<file path="src/design/jsv_pkg.sv">
// shared types and constants for the json syntax validator
// no dependencies
package jsv_pkg;

  typedef enum logic [4:0] {
    S_START, S_OBJ_OPEN, S_OBJ_KEY, S_KEY, S_COLON, S_VALUE, S_ARR_OPEN,
    S_STR, S_AFTER, S_TRUE, S_FALSE, S_NULL, S_MINUS, S_ZERO, S_INT,
    S_DOT, S_FRAC, S_EXP_E, S_EXP_SIGN, S_EXP, S_DONE, S_ERR, S_ERR_DEPTH
  } lex_state_t;

  typedef struct packed {
    logic [7:0] data_byte;
    logic       last_byte;
  } in_item_t;

  typedef struct packed {
    logic        json_valid;
    logic [15:0] error_offset;
    logic        depth_overflow;
  } out_item_t;

  // byte classes found by the front part
  typedef struct packed {
    logic       is_ws;
    logic       is_digit;
    logic [7:0] ch;
    logic       last;
  } cls_item_t;

  localparam logic [7:0] CH_QUOTE  = 8'h22;
  localparam logic [7:0] CH_BSLASH = 8'h5c;
  localparam logic [7:0] CH_LF     = 8'h0a;
  localparam logic [7:0] CH_CR     = 8'h0d;
  localparam logic [7:0] CH_TAB    = 8'h09;
  localparam logic [7:0] CH_SPACE  = 8'h20;
  localparam logic [7:0] CH_UPPER_E = 8'h45;

  function automatic logic [7:0] lit_char(input lex_state_t s, input logic [2:0] idx);
    logic [7:0] r;
    r = 8'h00;
    case (s)
      S_TRUE: begin
        case (idx)
          3'd1: r = "r";
          3'd2: r = "u";
          3'd3: r = "e";
          default: r = 8'h00;
        endcase
      end
      S_FALSE: begin
        case (idx)
          3'd1: r = "a";
          3'd2: r = "l";
          3'd3: r = "s";
          3'd4: r = "e";
          default: r = 8'h00;
        endcase
      end
      S_NULL: begin
        case (idx)
          3'd1: r = "u";
          3'd2: r = "l";
          3'd3: r = "l";
          default: r = 8'h00;
        endcase
      end
      default: r = 8'h00;
    endcase
    return r;
  endfunction

endpackage

</file>
<file path="src/design/jsv_front.sv">
// front part: accepts bytes, classifies them, and holds them in a short queue
// depends on jsv_pkg
module jsv_front
  import jsv_pkg::*;
(
  input  logic      clk,
  input  logic      rst,
  input  logic      push,
  output logic      full,
  input  in_item_t  in_item,
  output logic      q_valid,
  input  logic      q_take,
  output cls_item_t q_item
);

  cls_item_t  slot [2];
  logic       wr_ptr, rd_ptr;
  logic [1:0] count;
  cls_item_t  cls;
  logic       do_push, do_pop;

  always_comb begin
    cls.ch = in_item.data_byte;
    cls.last = in_item.last_byte;
    cls.is_ws = (in_item.data_byte == CH_SPACE) || (in_item.data_byte == CH_TAB) ||
                (in_item.data_byte == CH_LF) || (in_item.data_byte == CH_CR);
    cls.is_digit = (in_item.data_byte >= "0") && (in_item.data_byte <= "9");
  end

  assign full    = (count == 2'd2);
  assign q_valid = (count != 2'd0);
  assign q_item  = slot[rd_ptr];
  assign do_push = push && !full;
  assign do_pop  = q_take && q_valid;

  always_ff @(posedge clk) begin
    if (do_push) slot[wr_ptr] <= cls;
    if (rst) begin
      wr_ptr <= 1'b0;
      rd_ptr <= 1'b0;
      count  <= 2'd0;
    end else begin
      if (do_push) wr_ptr <= ~wr_ptr;
      if (do_pop) rd_ptr <= ~rd_ptr;
      count <= count + {1'b0, do_push} - {1'b0, do_pop};
    end
  end

  assert property (@(posedge clk) disable iff (rst) count <= 2'd2)
    else $error("queue count out of range");
  assert property (@(posedge clk) disable iff (rst) (count == 2'd2 && !do_pop) |=> full)
    else $error("queue lost fullness");
  assert property (@(posedge clk) disable iff (rst) (count == 2'd0) |-> !do_pop)
    else $error("pop from empty queue");

endmodule

</file>
<file path="src/design/jsv_back.sv">
// back part: lexer state machine, container stack and result register
// depends on jsv_pkg
module jsv_back
  import jsv_pkg::*;
#(
  parameter int STACK_DEPTH = 64,
  parameter int OFFSET_BITS = 16
) (
  input  logic      clk,
  input  logic      rst,
  input  logic [6:0] max_nesting,
  input  logic      q_valid,
  output logic      q_take,
  input  cls_item_t q_item,
  output logic      empty,
  input  logic      pop,
  output out_item_t out_item
);

  localparam int DW = $clog2(STACK_DEPTH + 1);
  localparam int AW = (STACK_DEPTH > 1) ? $clog2(STACK_DEPTH) : 1;
  localparam logic [OFFSET_BITS-1:0] OFF_MAX = '1;

  lex_state_t lexer_state, lexer_state_next;
  logic [DW-1:0] nesting_depth, nesting_depth_next;
  logic escape_parity, escape_parity_next;
  logic [2:0] literal_index, literal_index_next;
  logic [OFFSET_BITS-1:0] byte_offset, first_error_offset;
  logic error_seen;

  logic stack_mem [STACK_DEPTH];
  logic top_bit;
  logic stk_we, stk_wd;
  logic [AW-1:0] stk_wa;

  logic out_valid;
  out_item_t res;
  logic step;

  logic [7:0] c;
  logic ws, dig;
  logic [DW:0] limit;
  logic top_obj, top_arr;
  logic [OFFSET_BITS-1:0] here_off;
  logic [15:0] off_sat, blen_sat;

  assign c   = q_item.ch;
  assign ws  = q_item.is_ws;
  assign dig = q_item.is_digit;

  // a result waits in out register; back stalls only when it must deliver another
  assign q_take = q_valid && !(out_valid && !pop && q_item.last);
  assign step   = q_take;
  assign empty  = !out_valid;
  assign out_item = res;

  assign limit = (int'(max_nesting) > STACK_DEPTH) ? (DW+1)'(STACK_DEPTH) :
                 (DW+1)'(max_nesting);
  assign top_obj = (nesting_depth != '0) && top_bit;
  assign top_arr = (nesting_depth != '0) && !top_bit;

  // top of stack mirrored in a register; memory holds entries below
  logic [AW-1:0] rd_addr;
  logic rd_data;
  always_ff @(posedge clk) begin
    if (stk_we) stack_mem[stk_wa] <= stk_wd;
    rd_data <= stack_mem[rd_addr];
  end

  // top_bit follows pushes, and after a pop comes from memory read
  logic pop_pending;
  logic top_reg;
  assign top_bit = pop_pending ? rd_data : top_reg;

  logic do_push, do_popc, push_kind;

  always_comb begin
    lexer_state_next   = lexer_state;
    nesting_depth_next = nesting_depth;
    escape_parity_next = escape_parity;
    literal_index_next = literal_index;
    do_push  = 1'b0;
    do_popc  = 1'b0;
    push_kind = 1'b0;
    unique case (lexer_state)
      S_START: begin
        if (c == "{") begin do_push = 1'b1; push_kind = 1'b1; end
        else if (!ws) lexer_state_next = S_ERR;
      end
      S_OBJ_OPEN: begin
        if (c == "}") do_popc = 1'b1;
        else if (c == CH_QUOTE) begin escape_parity_next = 1'b0; lexer_state_next = S_KEY; end
        else if (!ws) lexer_state_next = S_ERR;
      end
      S_OBJ_KEY: begin
        if (c == CH_QUOTE) begin escape_parity_next = 1'b0; lexer_state_next = S_KEY; end
        else if (!ws) lexer_state_next = S_ERR;
      end
      S_KEY, S_STR: begin
        if (c == CH_QUOTE && !escape_parity) begin
          escape_parity_next = 1'b0;
          lexer_state_next = (lexer_state == S_KEY) ? S_COLON : S_AFTER;
        end else begin
          escape_parity_next = (c == CH_BSLASH) ? ~escape_parity : 1'b0;
        end
      end
      S_COLON: begin
        if (c == ":") lexer_state_next = S_VALUE;
        else if (!ws) lexer_state_next = S_ERR;
      end
      S_VALUE, S_ARR_OPEN: begin
        if (lexer_state == S_ARR_OPEN && c == "]") do_popc = 1'b1;
        else if (!ws) begin
          if (c == CH_QUOTE) begin escape_parity_next = 1'b0; lexer_state_next = S_STR; end
          else if (c == "{") begin do_push = 1'b1; push_kind = 1'b1; end
          else if (c == "[") begin do_push = 1'b1; push_kind = 1'b0; end
          else if (c == "t") begin literal_index_next = 3'd1; lexer_state_next = S_TRUE; end
          else if (c == "f") begin literal_index_next = 3'd1; lexer_state_next = S_FALSE; end
          else if (c == "n") begin literal_index_next = 3'd1; lexer_state_next = S_NULL; end
          else if (c == "-") lexer_state_next = S_MINUS;
          else if (c == "0") lexer_state_next = S_ZERO;
          else if (dig) lexer_state_next = S_INT;
          else lexer_state_next = S_ERR;
        end
      end
      S_TRUE, S_FALSE, S_NULL: begin
        if (c == lit_char(lexer_state, literal_index)) begin
          if ((lexer_state == S_FALSE && literal_index == 3'd4) ||
              (lexer_state != S_FALSE && literal_index == 3'd3)) begin
            literal_index_next = 3'd0;
            lexer_state_next = S_AFTER;
          end else begin
            literal_index_next = literal_index + 3'd1;
          end
        end else begin
          literal_index_next = 3'd0;
          lexer_state_next = S_ERR;
        end
      end
      S_MINUS: begin
        if (c == "0") lexer_state_next = S_ZERO;
        else if (dig) lexer_state_next = S_INT;
        else lexer_state_next = S_ERR;
      end
      S_DOT: lexer_state_next = dig ? S_FRAC : S_ERR;
      S_EXP_E: begin
        if (c == "+" || c == "-") lexer_state_next = S_EXP_SIGN;
        else lexer_state_next = dig ? S_EXP : S_ERR;
      end
      S_EXP_SIGN: lexer_state_next = dig ? S_EXP : S_ERR;
      S_DONE: if (!ws) lexer_state_next = S_ERR;
      S_ZERO, S_INT, S_FRAC, S_EXP, S_AFTER: begin
        if ((lexer_state == S_INT || lexer_state == S_FRAC || lexer_state == S_EXP) && dig) begin
          lexer_state_next = lexer_state;
        end else if ((lexer_state == S_ZERO || lexer_state == S_INT) && c == ".") begin
          lexer_state_next = S_DOT;
        end else if ((lexer_state == S_ZERO || lexer_state == S_INT || lexer_state == S_FRAC) &&
                     (c == "e" || c == CH_UPPER_E)) begin
          lexer_state_next = S_EXP_E;
        end else begin
          lexer_state_next = S_AFTER;
          if (ws) lexer_state_next = S_AFTER;
          else if (c == ",") lexer_state_next = top_obj ? S_OBJ_KEY : (top_arr ? S_VALUE : S_ERR);
          else if (c == "}" && top_obj) do_popc = 1'b1;
          else if (c == "]" && top_arr) do_popc = 1'b1;
          else lexer_state_next = S_ERR;
        end
      end
      default: lexer_state_next = S_ERR;
    endcase
    if (do_push) begin
      if ({1'b0, nesting_depth} >= limit) lexer_state_next = S_ERR_DEPTH;
      else begin
        nesting_depth_next = nesting_depth + 1'b1;
        lexer_state_next = push_kind ? S_OBJ_OPEN : S_ARR_OPEN;
      end
    end
    if (do_popc) begin
      nesting_depth_next = nesting_depth - 1'b1;
      lexer_state_next = (nesting_depth_next == '0) ? S_DONE : S_AFTER;
    end
  end

  logic real_push, real_pop;
  assign real_push = step && !error_seen && do_push && (lexer_state_next != S_ERR_DEPTH);
  assign real_pop  = step && !error_seen && do_popc;
  // on push, old top goes to memory at depth-1
  assign stk_we = real_push && (nesting_depth != '0);
  assign stk_wa = AW'(nesting_depth - 1'b1);
  assign stk_wd = top_bit;
  // after pop, new top is entry at depth-2
  assign rd_addr = AW'(nesting_depth - 2'd2);

  assign here_off = byte_offset;
  assign blen_sat = ((byte_offset != OFF_MAX) ? byte_offset + 1'b1 : byte_offset) > 16'hffff
                    ? 16'hffff : 16'(((byte_offset != OFF_MAX) ? byte_offset + 1'b1 : byte_offset));
  assign off_sat = (first_error_offset > 16'hffff) ? 16'hffff : 16'(first_error_offset);

  logic err_now;
  assign err_now = (lexer_state_next == S_ERR) || (lexer_state_next == S_ERR_DEPTH);

  always_ff @(posedge clk) begin
    if (rst) begin
      lexer_state <= S_START;
      nesting_depth <= '0;
      escape_parity <= 1'b0;
      literal_index <= 3'd0;
      byte_offset <= '0;
      error_seen <= 1'b0;
      first_error_offset <= '0;
      out_valid <= 1'b0;
      pop_pending <= 1'b0;
      top_reg <= 1'b0;
    end else begin
      if (out_valid && pop) out_valid <= 1'b0;
      if (step) begin
        if (real_push) begin
          top_reg <= push_kind;
          pop_pending <= 1'b0;
        end else if (real_pop) begin
          pop_pending <= 1'b1;
        end else if (pop_pending) begin
          top_reg <= rd_data;
          pop_pending <= 1'b0;
        end
        if (q_item.last) begin
          out_valid <= 1'b1;
          if (error_seen) begin
            res.json_valid <= 1'b0;
            res.error_offset <= off_sat;
            res.depth_overflow <= (lexer_state == S_ERR_DEPTH);
          end else if (err_now) begin
            res.json_valid <= 1'b0;
            res.error_offset <= (here_off > 16'hffff) ? 16'hffff : 16'(here_off);
            res.depth_overflow <= (lexer_state_next == S_ERR_DEPTH);
          end else if (lexer_state_next != S_DONE) begin
            res.json_valid <= 1'b0;
            res.error_offset <= blen_sat;
            res.depth_overflow <= 1'b0;
          end else begin
            res.json_valid <= 1'b1;
            res.error_offset <= 16'd0;
            res.depth_overflow <= 1'b0;
          end
          lexer_state <= S_START;
          nesting_depth <= '0;
          escape_parity <= 1'b0;
          literal_index <= 3'd0;
          byte_offset <= '0;
          error_seen <= 1'b0;
          first_error_offset <= '0;
          pop_pending <= 1'b0;
        end else begin
          if (byte_offset != OFF_MAX) byte_offset <= byte_offset + 1'b1;
          if (!error_seen) begin
            lexer_state <= lexer_state_next;
            nesting_depth <= nesting_depth_next;
            escape_parity <= escape_parity_next;
            literal_index <= literal_index_next;
            if (err_now) begin
              error_seen <= 1'b1;
              first_error_offset <= here_off;
            end
          end
        end
      end else if (pop_pending) begin
        top_reg <= rd_data;
        pop_pending <= 1'b0;
      end
    end
  end

  assert property (@(posedge clk) disable iff (rst)
    (step && q_item.last) |=> out_valid)
    else $error("result lost");
  assert property (@(posedge clk) disable iff (rst)
    ({1'b0, nesting_depth} <= (DW+1)'(STACK_DEPTH)))
    else $error("depth beyond stack");
  assert property (@(posedge clk) disable iff (rst)
    (out_valid && !pop && q_valid && q_item.last) |-> !q_take)
    else $error("result overwritten");
  assert property (@(posedge clk) disable iff (rst)
    error_seen |-> (lexer_state == S_ERR || lexer_state == S_ERR_DEPTH))
    else $error("error flag without error state");

endmodule

</file>
<file path="src/design/json_syntax_validator_unit.sv">
// Streaming JSON syntax validator. Takes one byte per cycle unless a last
// byte meets an unpopped verdict; the sustained rate is one item per cycle,
// set by the lexer step on the state and stack top. A two-entry queue sits
// between byte classification and the lexer, and the result register lets the
// next text start while a verdict waits. One result per text, on its last byte.
// depends on jsv_pkg, jsv_front, jsv_back
module json_syntax_validator_unit
  import jsv_pkg::*;
#(
  parameter int STACK_DEPTH = 64,
  parameter int OFFSET_BITS = 16
) (
  input  logic       clk,
  input  logic       rst,
  input  logic       push,
  output logic       full,
  input  in_item_t   in_item,
  output logic       empty,
  input  logic       pop,
  output out_item_t  out_item,
  input  logic       cfg_we,
  input  logic [6:0] cfg_data
);

  logic [6:0] max_nesting;
  logic       q_valid, q_take;
  cls_item_t  q_item;

  always_ff @(posedge clk) begin
    if (rst) max_nesting <= 7'd64;
    else if (cfg_we) max_nesting <= cfg_data;
  end

  jsv_front u_front (
    .clk(clk), .rst(rst), .push(push), .full(full), .in_item(in_item),
    .q_valid(q_valid), .q_take(q_take), .q_item(q_item)
  );

  jsv_back #(.STACK_DEPTH(STACK_DEPTH), .OFFSET_BITS(OFFSET_BITS)) u_back (
    .clk(clk), .rst(rst), .max_nesting(max_nesting),
    .q_valid(q_valid), .q_take(q_take), .q_item(q_item),
    .empty(empty), .pop(pop), .out_item(out_item)
  );

endmodule

</file>
<file path="config.mk">
export PLATFORM = sky130hd
export DESIGN_NAME = json_syntax_validator_unit
export DESIGN_NICKNAME = d
export VERILOG_FILES = /design/src/design/jsv_pkg.sv /design/src/design/jsv_front.sv /design/src/design/jsv_back.sv /design/src/design/json_syntax_validator_unit.sv
export SDC_FILE = /design/constraint.sdc
export NUM_CORES = 1
export LEC_CHECK = 0
export ABC_AREA = 0
export BUFFER_PORTS_ARGS = -buffer_cell sky130_fd_sc_hd__buf_2
export CAP_MARGIN = 20
export CORE_MARGIN = 2
export CORE_UTILIZATION = 30
export CTS_BUF_LIST = sky130_fd_sc_hd__clkbuf_16
export CTS_CLUSTER_SIZE = 16
export DETAILED_ROUTE_END_ITERATION = 10
export GPL_TIMING_DRIVEN = 0
export SKIP_LAST_GASP = 1
export SLEW_MARGIN = 20
export SYNTH_ARGS = -nofsm -noshare
export SYNTH_HDL_FRONTEND = slang
export SYNTH_SLANG_ARGS = --single-unit
</file>
<file path="constraint.sdc">
create_clock -name clk -period 5.5 [get_ports clk]
set_clock_uncertainty 0.15 [all_clocks]
set_input_delay 1.65 -clock clk [delete_from_list [all_inputs] [get_ports clk]]
set_output_delay 1.65 -clock clk [all_outputs]
set_load 0.1 [all_outputs]
</file>
Yosys cells after proc, flatten, opt, wreduce, memory -nomap -nowiden
Memory sizes are Yosys's and may differ from the RTL's. A register that Yosys moved wholly into a read port is not among the register bits.
Cells that the tools add are included.
{"block": "word_totals", "in_bits": 21, "output_inout_bits": 20, "reg_bits": 81, "elab_cells": 286, "mem_count": 2, "ramBits": 86}
{"block": "op_classes", "bitwise": 5, "reduce_logical": 62, "mux": 122, "order_cmp": 7, "n_addsub": 7, "eq_ne": 64}
{"memory": "u_back.stack_mem", "depth": 64, "width": 1, "rd": 1, "rd_ports_with_merged_regs": 1, "wr": 1, "line_no": "jsv_back.sv:31", "text": "logic stack_mem [STACK_DEPTH];"}
{"memory": "u_front.slot", "depth": 2, "width": 11, "rd": 1, "rd_ports_with_merged_regs": 1, "wr": 1, "line_no": "jsv_front.sv:16", "text": "cls_item_t slot [2];"}
{"operator": "two-way mux 5 bit", "count": 35}
{"operator": "two-way mux 16 bit", "count": 8}
{"operator": "== test 8 x 7 -> 1 bit (second input constant)", "count": 10}
{"operator": "one-hot mux 5 bit (13 select lines)", "count": 1}
{"operator": "== test 8 x 6 -> 1 bit (second input constant)", "count": 8}
{"operator": "greater-than comparator 16 bit (second input constant)", "count": 3}
{"operator": "two-way mux 3 bit", "count": 15}
{"operator": "two-way mux 1 bit", "count": 43}
{"operator": "two-way mux 7 bit", "count": 6}
{"operator": "== test 5 x 4 -> 1 bit (second input constant)", "count": 8}
{"operator": "== test 5 bit (second input constant)", "count": 8}
{"operator": "two-way mux 17 bit", "count": 2}
{"operator": "one-hot mux 7 bit (4 select lines)", "count": 1}
{"operator": "== test 8 x 4 -> 1 bit (second input constant)", "count": 3}
{"operator": "one-hot mux 8 bit (3 select lines)", "count": 1}
{"operator": "logical AND 1 bit", "count": 23}
{"operator": "one-hot mux 7 bit (3 select lines)", "count": 1}
{"operator": "== test 5 x 3 -> 1 bit (second input constant)", "count": 4}
{"operator": "two-way mux 18 bit", "count": 1}
{"operator": "adder 16 x 1 -> 16 bit (second input constant)", "count": 1}
{"operator": "!= test 16 bit (second input constant)", "count": 1}
{"operator": "!= test 3 x 2 -> 1 bit (second input constant)", "count": 5}
{"operator": "one-hot mux 7 bit (2 select lines)", "count": 1}
{"operator": "logical OR 1 bit", "count": 11}
{"operator": "other kinds (46)", "count": 67}

Depth between registers and ports, before layout
Gate-level depths: netlist (run 1).
{"block": "depth", "word_depth": 19, "depth_mapped": 18, "ltp_nobuf": 12}

Cells and area by module
A second synthesis (run 1) with hierarchy kept.
{"block": "hier_totals", "cells_unflattened": 1007, "area_unflattened_um2": 10042.1}
{"mod": "jsv_back", "seq_area_each_um2": 3523.4, "cells_each": 914, "area_per_inst_um2": 8700.8, "instances": 1}
{"mod": "jsv_front", "seq_area_each_um2": 760.7, "cells_each": 71, "area_per_inst_um2": 1089.8, "instances": 1}
{"mod": "json_syntax_validator_unit", "seq_area_each_um2": 140.1, "cells_each": 22, "area_per_inst_um2": 251.5, "instances": 1}

Worst setup path after synthesis (run 1)
OpenSTA, ideal clock, no wires.
{"block": "synth_path", "kind": "register to register", "start": "register u_back.nesting_depth[0]", "end": "register u_back.first_error_offset[10]", "setup_slack_ps": 1068, "setup_time_ps": 73, "path_buffers": 5, "path_stages_with_launch": 17, "t_required_ps": 5277, "period_less_slack_ps": 4432, "arrival_time_ps": 4209, "cell_sequence": "dfxtp_1 > clkbuf_1 > clkbuf_1 > clkbuf_1 > inv_1 > ha_1 > nand4b_1 > inv_1 > a311oi_1 > nand3b_1 > nand4_1 > nor4_4 > xor2_2 > or4_1 > buf_2 > buf_6 > o211ai_2"}
{"block": "synth_via", "elab_chain_cells": 17, "elab_cells_between_ends": 35, "cone_classes": "add/sub: 1; order compare: 1; eq/ne: 2; mux: 22; reduce/logical: 9"}
{"element": "from (decl)", "line_no": "jsv_back.sv:25", "text": "logic [DW-1:0] nesting_depth, nesting_depth_next;"}
{"element": "from (signal assigned)", "line_no": "jsv_back.sv:257", "text": "nesting_depth <= nesting_depth_next;"}
{"element": "nonzero test 7 bit", "line_no": "jsv_back.sv:59, jsv_back.sv:60"}
{"element": "logical AND 1 bit", "line_no": "jsv_back.sv:60", "text": "assign top_arr = (nesting_depth != '0) && !top_bit;"}
{"element": "logical AND 1 bit", "line_no": "jsv_back.sv:165", "text": "else if (c == \"]\" && top_arr) do_popc = 1'b1;"}
{"element": "two-way mux 5 bit", "line_no": "jsv_back.sv:165"}
{"element": "two-way mux 5 bit", "line_no": "jsv_back.sv:164", "text": "else if (c == \"}\" && top_obj) do_popc = 1'b1;"}
{"element": "two-way mux 5 bit", "line_no": "jsv_back.sv:163", "text": "else if (c == \",\") lexer_state_next = top_obj ? S_OBJ_KEY : (top_arr ? S_VALUE : S_ERR);"}
{"element": "two-way mux 5 bit", "line_no": "jsv_back.sv:162", "text": "if (ws) lexer_state_next = S_AFTER;"}
{"element": "two-way mux 5 bit", "line_no": "jsv_back.sv:157", "text": "end else if ((lexer_state == S_ZERO || lexer_state == S_INT || lexer_state == S_FRAC) &&"}
{"element": "two-way mux 5 bit", "line_no": "jsv_back.sv:155", "text": "end else if ((lexer_state == S_ZERO || lexer_state == S_INT) && c == \".\") begin"}
{"element": "two-way mux 5 bit", "line_no": "jsv_back.sv:153", "text": "if ((lexer_state == S_INT || lexer_state == S_FRAC || lexer_state == S_EXP) && dig) begin"}
{"element": "one-hot mux 5 bit (13 select lines)", "line_no": "jsv_back.sv:85", "text": "unique case (lexer_state)"}
{"element": "two-way mux 5 bit", "line_no": "jsv_back.sv:171", "text": "if (do_push) begin"}
{"element": "two-way mux 5 bit (*)", "line_no": "jsv_back.sv:178", "text": "if (do_popc) begin"}
{"element": "== test 5 bit", "line_no": "jsv_back.sv:200", "text": "assign err_now = (lexer_state_next == S_ERR) || (lexer_state_next == S_ERR_DEPTH);"}
{"element": "logical OR 1 bit (*)", "line_no": "jsv_back.sv:200"}
{"element": "nonzero test 2 bit (no source line) (*)"}
{"element": "AND reduction 3 bit (no source line) (*)"}
{"element": "to (signal assigned)", "line_no": "jsv_back.sv:262", "text": "first_error_offset <= here_off;"}
{"element": "to (decl)", "line_no": "jsv_back.sv:28", "text": "logic [OFFSET_BITS-1:0] byte_offset, first_error_offset;"}
Mark *: on every way between the ends. The rest lies on a longest branch, timed or not.
A chain may end at the register's enable or synchronous reset.

Worst setup path after layout (run 1)
{"block": "layout_path", "start": "register u_back.nesting_depth[1]", "end": "memory u_back.stack_mem[51] (enable)"}
{"block": "layout_via", "elab_chain_cells": 18, "elab_cells_between_ends": 35, "cone_classes": "add/sub: 1; order compare: 1; eq/ne: 1; mux: 24; reduce/logical: 8"}
{"element": "nonzero test 7 bit", "line_no": "jsv_back.sv:59, jsv_back.sv:60, jsv_back.sv:188"}
{"element": "logical AND 1 bit", "line_no": "jsv_back.sv:60"}
{"element": "logical AND 1 bit", "line_no": "jsv_back.sv:165"}
{"element": "two-way mux 5 bit", "line_no": "jsv_back.sv:165"}
{"element": "two-way mux 5 bit", "line_no": "jsv_back.sv:164"}
{"element": "two-way mux 5 bit", "line_no": "jsv_back.sv:163"}
{"element": "two-way mux 5 bit", "line_no": "jsv_back.sv:162"}
{"element": "two-way mux 5 bit", "line_no": "jsv_back.sv:157"}
{"element": "[... 2 more ...]"}
{"element": "one-hot mux 5 bit (13 select lines)", "line_no": "jsv_back.sv:85"}
{"element": "two-way mux 5 bit", "line_no": "jsv_back.sv:171"}
{"element": "two-way mux 5 bit", "line_no": "jsv_back.sv:178"}
{"element": "!= test 5 bit", "line_no": "jsv_back.sv:185", "text": "assign real_push = step && !error_seen && do_push && (lexer_state_next != S_ERR_DEPTH);"}
{"element": "logical AND 1 bit", "line_no": "jsv_back.sv:185"}
{"element": "logical AND 1 bit", "line_no": "jsv_back.sv:188", "text": "assign stk_we = real_push && (nesting_depth != '0);"}
{"element": "two-way mux 1 bit", "line_no": "jsv_back.sv:66", "text": "if (stk_we) stack_mem[stk_wa] <= stk_wd;"}
{"element": "two-way mux 1 bit (not written as such)", "line_no": "jsv_back.sv:66"}
{"element": "to (decl)", "line_no": "jsv_back.sv:31"}
Parallel ways exist; a longest one is shown, timed or not.

==> summary.txt, run 1 <==
Clock tree
  – CTS Hold Buffers Added: 0
  – CTS tree: yes
  – Clk root buf: clkbuf_16
  – CTS H-tree lvls: 4
  – CTS max path bufs: 2
  – Worst-path clk slew: 0.07 ns
  – Worst-skew pair later-pin latency: 0.44 ns
  – CTS buffer count: 17
  – Sink Count: 169

Yosys
  – Flops & latches, synth: 169
  – Post-synthesis compound-gate area fraction: 18.1%
  – Register area share after synthesis: 42.2%
  – Largest family of logic cells by synthesized area: simple AND/OR/NAND/NOR gates
  – Synth Flop Type: edfxtp_1
  – Post-synth EDFFs: 104
  – Post-synth top area share: 29.8%
  – Syn. warnings: 0
  – Adder-cell area share of the yosys netlist: 2.62%
  – Most frequent cell after synthesis: nand2_1
  – Top cells by count, synth: nand2_1 (110), edfxtp_1 (104), nor2_1 (79)
  – Area leader, netlist: edfxtp_1
  – Syn Inst Count: 1090
  – Synth Area per Inst: 9.62 um^2
  – XOR/XNOR share of the synthesized area: 2.83%
  – Largest cells by area after synthesis: edfxtp_1 (30%), dfxtp_1 (12%), nor4_1 (4.5%)
  – Synth cell types: 86
  – Simple-gate share of the synthesized area: 21.8%
  – Post-synthesis mux area share: 7.36%
  – Post-Syn Area: 10500 um^2
  – Net Count, Synth: 1133
  – Async S/R FF share, synth: 0%

Global routing
  – Grt met3 use: 3.03%
  – Initial antenna violation count: 1
  – Gr usage total: 17.7%
  – Gr ovfl total: 0
  – GR peak layer: met2
  – Vias in the first global route: 8770
  – M2 GR Usage: 28.0%
  – First-pass GRT wire length: 50000 um
  – M1 GR Usage: 24.1%
  – Largest net degree at the start of global routing: 53

Floorplan
  – Core area: 34500 um^2
  – Die Height: 191 um
  – Die area: 36500 um^2
  – Die X: 191 um
  – Starting Density: 30.4%
  – Ports: 41
  – Num rows: 68

Timing
  – Final period util: 96.3%
  – F_max: 0.189 GHz
  – Period minus WS final: 5.30 ns
  – Worst Slack Setup Final: 0.201 ns
  – Final count of pins violating max slew: 0
  – RSZ-0062 raised after global routing: no
  – Setup violations, final: 0
  – Hold Fails Final Rpt: 0
  – Setup TNS: 0 ns
  – Rel. slew slack: 29.5%
  – Slew @ Worst Pin: 1.05 ns

Setup path
  – Bufs and invs on worst path: 6
  – Crit-path cells: clkbuf_2, buf_1, inv_1, ha_1, nand4b_1, inv_1, a311oi_1, o32a_1, a21boi_2, o31ai_4, nand2_1, a21o_1, buf_2, buf_2, nor4_1
  – Critical path class: flip-flop to flip-flop
  – CP startpoint kind: flip-flop
  – Worst Setup End Kind: flip-flop
  – Critical Path AT: 5.24 ns
  – Crit path max fanout: 10
  – CP required: 5.44 ns
  – Critical Path Max Stage Delay: 0.58 ns
  – Top cell family by delay on the critical path: buffers and inverters
  – Slowest-stage cell, CP: buf_1

Layout
  – Area growth syn-to-layout: 13.2%
  – Ant. Diodes: 0
  – Post-layout util: 34.5%
  – Largest register FFs: 64
  – Most flops, register: u_back.stack_mem
  – Layout cells sized above 1: 14.5%
  – Final #Nets: 1193

Routing
  – Router iterations before antenna repair: 6
  – Antenna Nets Post-Route: 0
  – Initial DRC Count: 1020
  – Avg WL per Cell: 19.7 um
  – Vias per inst: 5.67
  – Final wirelength: 31900 um
  – DRC violations left: 0
  – Via count: 9181

Pwr
  – PnR Total Power: 4.45 mW
  – Lkg Pwr: 3.84 nW
  – Pwr dens: 375 nW/um^2
  – Worst vdd ir: 238 uV

Job
  – # Max-Cap Violations: 0

Placed design
  – RePlAce Congestion: 0.942
  – Pre-CTS setup slack: -0.483 ns
  – # port buffers: 39
  – Detailed placement HPWL: 23300 um

Status
  – Status: finished, final reports clean

Worst hold path
  – Worst Hold Class: flip-flop to flip-flop
placed cells by master (no fill, tap or decap), types with 18 or more instances in the layout:
master,n
clkbuf_1,43
o211ai_1,29
nand3_1,34
mux2i_1,22
xnor2_1,18
nor2_1,79
buf_2,60
nand2b_1,19
ha_1,22
o21ai_0,53
dfxtp_1,65
inv_1,51
nand2_1,110
edfxtp_1,104
nor4_1,75
mux4_2,20
nor3_1,29
a21oi_1,38
area by class of cell:
class,instances,area (um^2)
Timing Repair Buffer,42,230
Buffer,76,348
Fill cell,3545,22600
Clock buffer,17,425
Clock inverter,15,154
Multi-Input combinational cell,793,5530
Tap cell,455,569
Sequential cell,169,4420
Inverter,51,191
path summary, 6_finish.rpt:
path                          endpoint  cells past startpoint  slack, ns                    start
setup / recovery  u_back.stack_mem[51]                     15       0.20  u_back.nesting_depth[1]
hold / removal          max_nesting[0]                      2       0.34           max_nesting[0]
hold reg to reg         max_nesting[0]                      2       0.34           max_nesting[0]
setup reg to reg  u_back.stack_mem[51]                     15       0.20  u_back.nesting_depth[1]
routing by layer:
| metal | wire, um | up-vias |
|---|---|---|
| li1 | - | 4301 |
| met1 | 14500 | 4456 |
| met2 | 14600 | 368 |
| met3 | 2050 | 54 |
| met4 | 757 | 2 |
| met5 | 7 | - |
where the power goes:
part	internal, mW	total, mW	switching [mW]
Sequential	1.44	1.50	0.0638
Combinational	0.491	1.76	1.27
Clock	0.606	1.20	0.589
Total	2.54	4.45	1.92
metrics by stage:
stage / instance area [um^2] / instances / hold slack [ns]
2_1_floorplan: 10500 / 1090 / 0.302
3_3_place_gp: 11300 / 1584 / 0.322
3_5_place_dp: 11300 / 1587 / 0.330
4_1_cts: 11900 / 1619 / 0.341
5_1_grt: 11900 / 1618 / 0.386
6_report: 11900 / 1618 / 0.337
worst register-to-register path, delay by kind of cell, from the launching register on:
family / cells / cell delay (ns)
adder cells (fa/ha/maj): 1 / 0.26
AND/OR/NAND/NOR: 3 / 0.93
buffers and inverters: 6 / 1.74
AO/OA/AOI/OAI: 5 / 1.47
flip-flops: 1 / 0.39
kinds of logic after synthesis:
group | after synthesis
AOI/OAI and AO/OA | 255
xor gates and xnor gates | 33
adders and majority gates | 22
buffers and inverters | 128
DFF | 169
muxes | 50
and+or+nand+nor | 433
timing repair:
action	4_1_cts	5_1_grt
setup endpoints to repair	95	87
gates resized for setup	2	5
buffers inserted	0	0
(Power assumes the default switching activity.)
==> inputs of run 2 (changes only) <==
ABC_AREA = 1   (was 0)
CAP_MARGIN = not set   (was 20)
SLEW_MARGIN = 10   (was 20)
==> run 2 against run 1 <==
Sequential cell count unchanged; first-iteration DRC count down 13%; utilization up 0.25 points; combinational power up 100%; total power up 44%; routed wire length down 4.5%; synthesized area down 1.6%; clock-buffer cell count up 1; die area down 1.6%; global-route usage down 0.34 points; maximum frequency up 13%; highest routed layer is now met4.
==> summary.txt, run 2 <==
Setup path
  – Worst path depth: 20
  – Crit path max fanout: 14
  – Slowest-stage cell, CP: dfxtp_1
  – Top cell family by delay on the critical path: simple AND/OR/NAND/NOR gates
  – Critical path class: flip-flop to flip-flop
  – Critical Path Max Stage Delay: 0.68 ns
  – CP required: 5.50 ns
  – Bufs and invs on worst path: 5
  – Worst Setup End Kind: flip-flop
  – CP startpoint kind: flip-flop
  – FF-to-FF path depth: 20
  – Crit-path cells: inv_1, clkbuf_1, ha_1, nand2_1, inv_1, or2_1, buf_2, nand2_1, o21a_1, inv_1, nand2_2, nor2_1, nand3_1, nand2_1, a21boi_4, nand3_4, nor2_4, nor2_8, nand4_4, nor2_1
  – Critical Path AT: 4.70 ns

Yosys
  – Syn Inst Count: 1372
  – Largest cells by area after synthesis: edfxtp_1 (30%), dfxtp_1 (13%), nand2_1 (12%)
  – Synth cell types: 56
  – Most frequent cell after synthesis: nand2_1
  – Register area share after synthesis: 42.9%
  – Area leader, netlist: edfxtp_1
  – Flops & latches, synth: 169
  – Async S/R FF share, synth: 0%
  – Post-Syn Area: 10300 um^2
  – Post-synth top area share: 30.3%
  – Synth Area per Inst: 7.52 um^2
  – Syn. warnings: 0
  – Post-synth EDFFs: 104
  – Synth Flop Type: edfxtp_1
  – Top cells by count, synth: nand2_1 (329), nor2_1 (224), inv_1 (125)
  – Net Count, Synth: 1415

Placed design
  – Detailed placement HPWL: 22400 um
  – Pre-CTS setup slack: 0.830 ns
  – RePlAce Congestion: 0.917
  – # port buffers: 39

Clock tree
  – CTS tree: yes
  – Worst-skew pair later-pin latency: 0.44 ns
  – Setup bufs post-CTS: 0
  – Sink Count: 169
  – CTS max path bufs: 2
  – CTS Hold Buffers Added: 0
  – # resized after CTS: 0
  – CTS H-tree lvls: 4
  – CTS buffer count: 17
  – Worst-path clk slew: 0.08 ns
  – Clk root buf: clkbuf_16

Layout
  – Area growth syn-to-layout: 13.4%
  – Area of the multi-input gates: 5120 um^2
  – Flip-flop and latch area: 4420 um^2
  – Ant. Diodes: 0
  – Fillers: 3620
  – Most flops, register: u_back.stack_mem
  – Largest register FFs: 64
  – Most frequent cells in the layout: nand2_1 (329), nor2_1 (223), inv_1 (126), edfxtp_1 (104), nand3_1 (103)
  – Layout cells sized above 1: 10.4%
  – Final #Nets: 1475
  – Commonest non-fill, non-tap cell in the layout: nand2_1

Routing
  – Router iterations before antenna repair: 8
  – Initial DRC Count: 885
  – DRC violations left: 0
  – Avg WL per Cell: 16.1 um
  – Antenna Nets Post-Route: 0
  – Vias per inst: 5.03
  – Via count: 9527
  – Final wirelength: 30500 um

Floorplan
  – Num rows: 67
  – Die area: 35900 um^2
  – Die X: 189 um
  – Die Height: 189 um
  – Core area: 33700 um^2
  – Starting Density: 30.6%
  – Ports: 41

Timing
  – Rel. slew slack: 27.1%
  – Final count of pins violating max slew: 0
  – Period minus WS final: 4.70 ns
  – Final period util: 85.4%
  – Setup violations, final: 0
  – Worst Slack Setup Final: 0.804 ns
  – RSZ-0062 raised after global routing: no
  – Hold Slack: 0.309 ns
  – Slew @ Worst Pin: 1.09 ns
  – Hold Fails Final Rpt: 0
  – F_max: 0.213 GHz
  – Setup TNS: 0 ns

Global routing
  – Largest net degree at the start of global routing: 62
  – M1 GR Usage: 23.4%
  – Vias in the first global route: 9064
  – Gr ovfl total: 0
  – M2 GR Usage: 28.3%
  – GR peak layer: met2
  – Gr usage total: 17.3%
  – First-pass GRT wire length: 48800 um
  – Grt met3 use: 2.59%
  – Initial antenna violation count: 0

Pwr
  – Lkg Pwr: 4.84 nW
  – Pwr dens: 547 nW/um^2
  – Worst vdd ir: 247 uV

Job
  – # Max-Cap Violations: 0

Worst hold path
  – Worst Hold Class: flip-flop to flip-flop
  – Hold path cells: 1

Status
  – Status: finished, final reports clean
run 2: cell count changes after synthesis, moves of 19 or more:
cell / before / now
nand2_1: 110 / 329
nor2_1: 79 / 224
inv_1: 51 / 125
nor4_1: 75 / 2
nand3_1: 34 / 103
a21oi_1: 38 / 101
mux2i_1: 22 / 0
nor3_1: 30 / 8
clkbuf_1: 48 / 27
mux4_2: 20 / 0
nand2b_1: 19 / 0
o211ai_1: 29 / 10
run 2: worst reg2reg max path: stages (launching register included):
cell      delay, ns
dfxtp_1        0.68
inv_1          0.33
clkbuf_1       0.42
ha_1           0.39
nand2_1        0.08
inv_1          0.03
or2_1          0.19
buf_2          0.17
nand2_1        0.07
o21a_1         0.19
inv_1          0.14
nand2_2        0.22
nor2_1         0.09
nand3_1        0.09
nand2_1        0.08
a21boi_4       0.16
nand3_4        0.12
nor2_4         0.06
nor2_8         0.26
nand4_4        0.28
nor2_1         0.21
run 2: layer usage:
layer	up-vias	share of wire [%]
met1	4475	47
met5	-	0
li1	4729	-
met3	48	4.7
met4	0	2.4
met2	275	46
run 2: cells by family after synthesis:
group / synth area share, %
AND/OR/NAND/NOR: 32.3
AO/OA/AOI/OAI: 12.7
buffers and inverters: 7.53
flip-flops: 42.9
adder cells (fa/ha/maj): 2.67
XOR/XNOR: 1.78
multiplexers: 0.109
run 2: final cells by class:
| class | count | area share [%] |
|---|---|---|
| tap | 448 | 4.79 |
| clock buffer | 18 | 3.85 |
| buffer | 46 | 2.17 |
| sequential | 169 | 37.8 |
| multi-input combinational | 1019 | 43.8 |
| inverter | 138 | 4.47 |
| timing repair buffer | 41 | 1.97 |
| clock inverter | 14 | 1.16 |
run 2: stage by stage:
| step | instance area, um^2 | total power, mW | cells | utilization [%] |
|---|---|---|---|---|
| after floorplan | 10300 | 4.17 | 1372 | - |
| after global placement | 11100 | 5.08 | 1859 | 32.9 |
| after detailed placement | 11100 | 5.16 | 1861 | 33.0 |
| after CTS | 11700 | 6.38 | 1893 | 34.7 |
| after global routing | 11700 | 6.87 | 1893 | 34.7 |
| final | 11700 | 6.40 | 1893 | 34.7 |
run 2: final timing paths:
| path | from | endpoint | slack (ns) |
|---|---|---|---|
| setup / recovery | u_back.nesting_depth[1] | u_back.stack_mem[18] | 0.80 |
| hold / removal | u_front.rd_ptr | u_front.rd_ptr | 0.31 |
| setup reg to reg | u_back.nesting_depth[1] | u_back.stack_mem[18] | 0.80 |
| hold reg to reg | u_front.rd_ptr | u_front.rd_ptr | 0.31 |
run 2: power by group:
part	leakage, nW	internal [mW]	switching (mW)	total [mW]
sequential	1.62	1.50	0.0928	1.59
combinational	2.93	0.930	2.65	3.58
clock	0.297	0.664	0.562	1.23
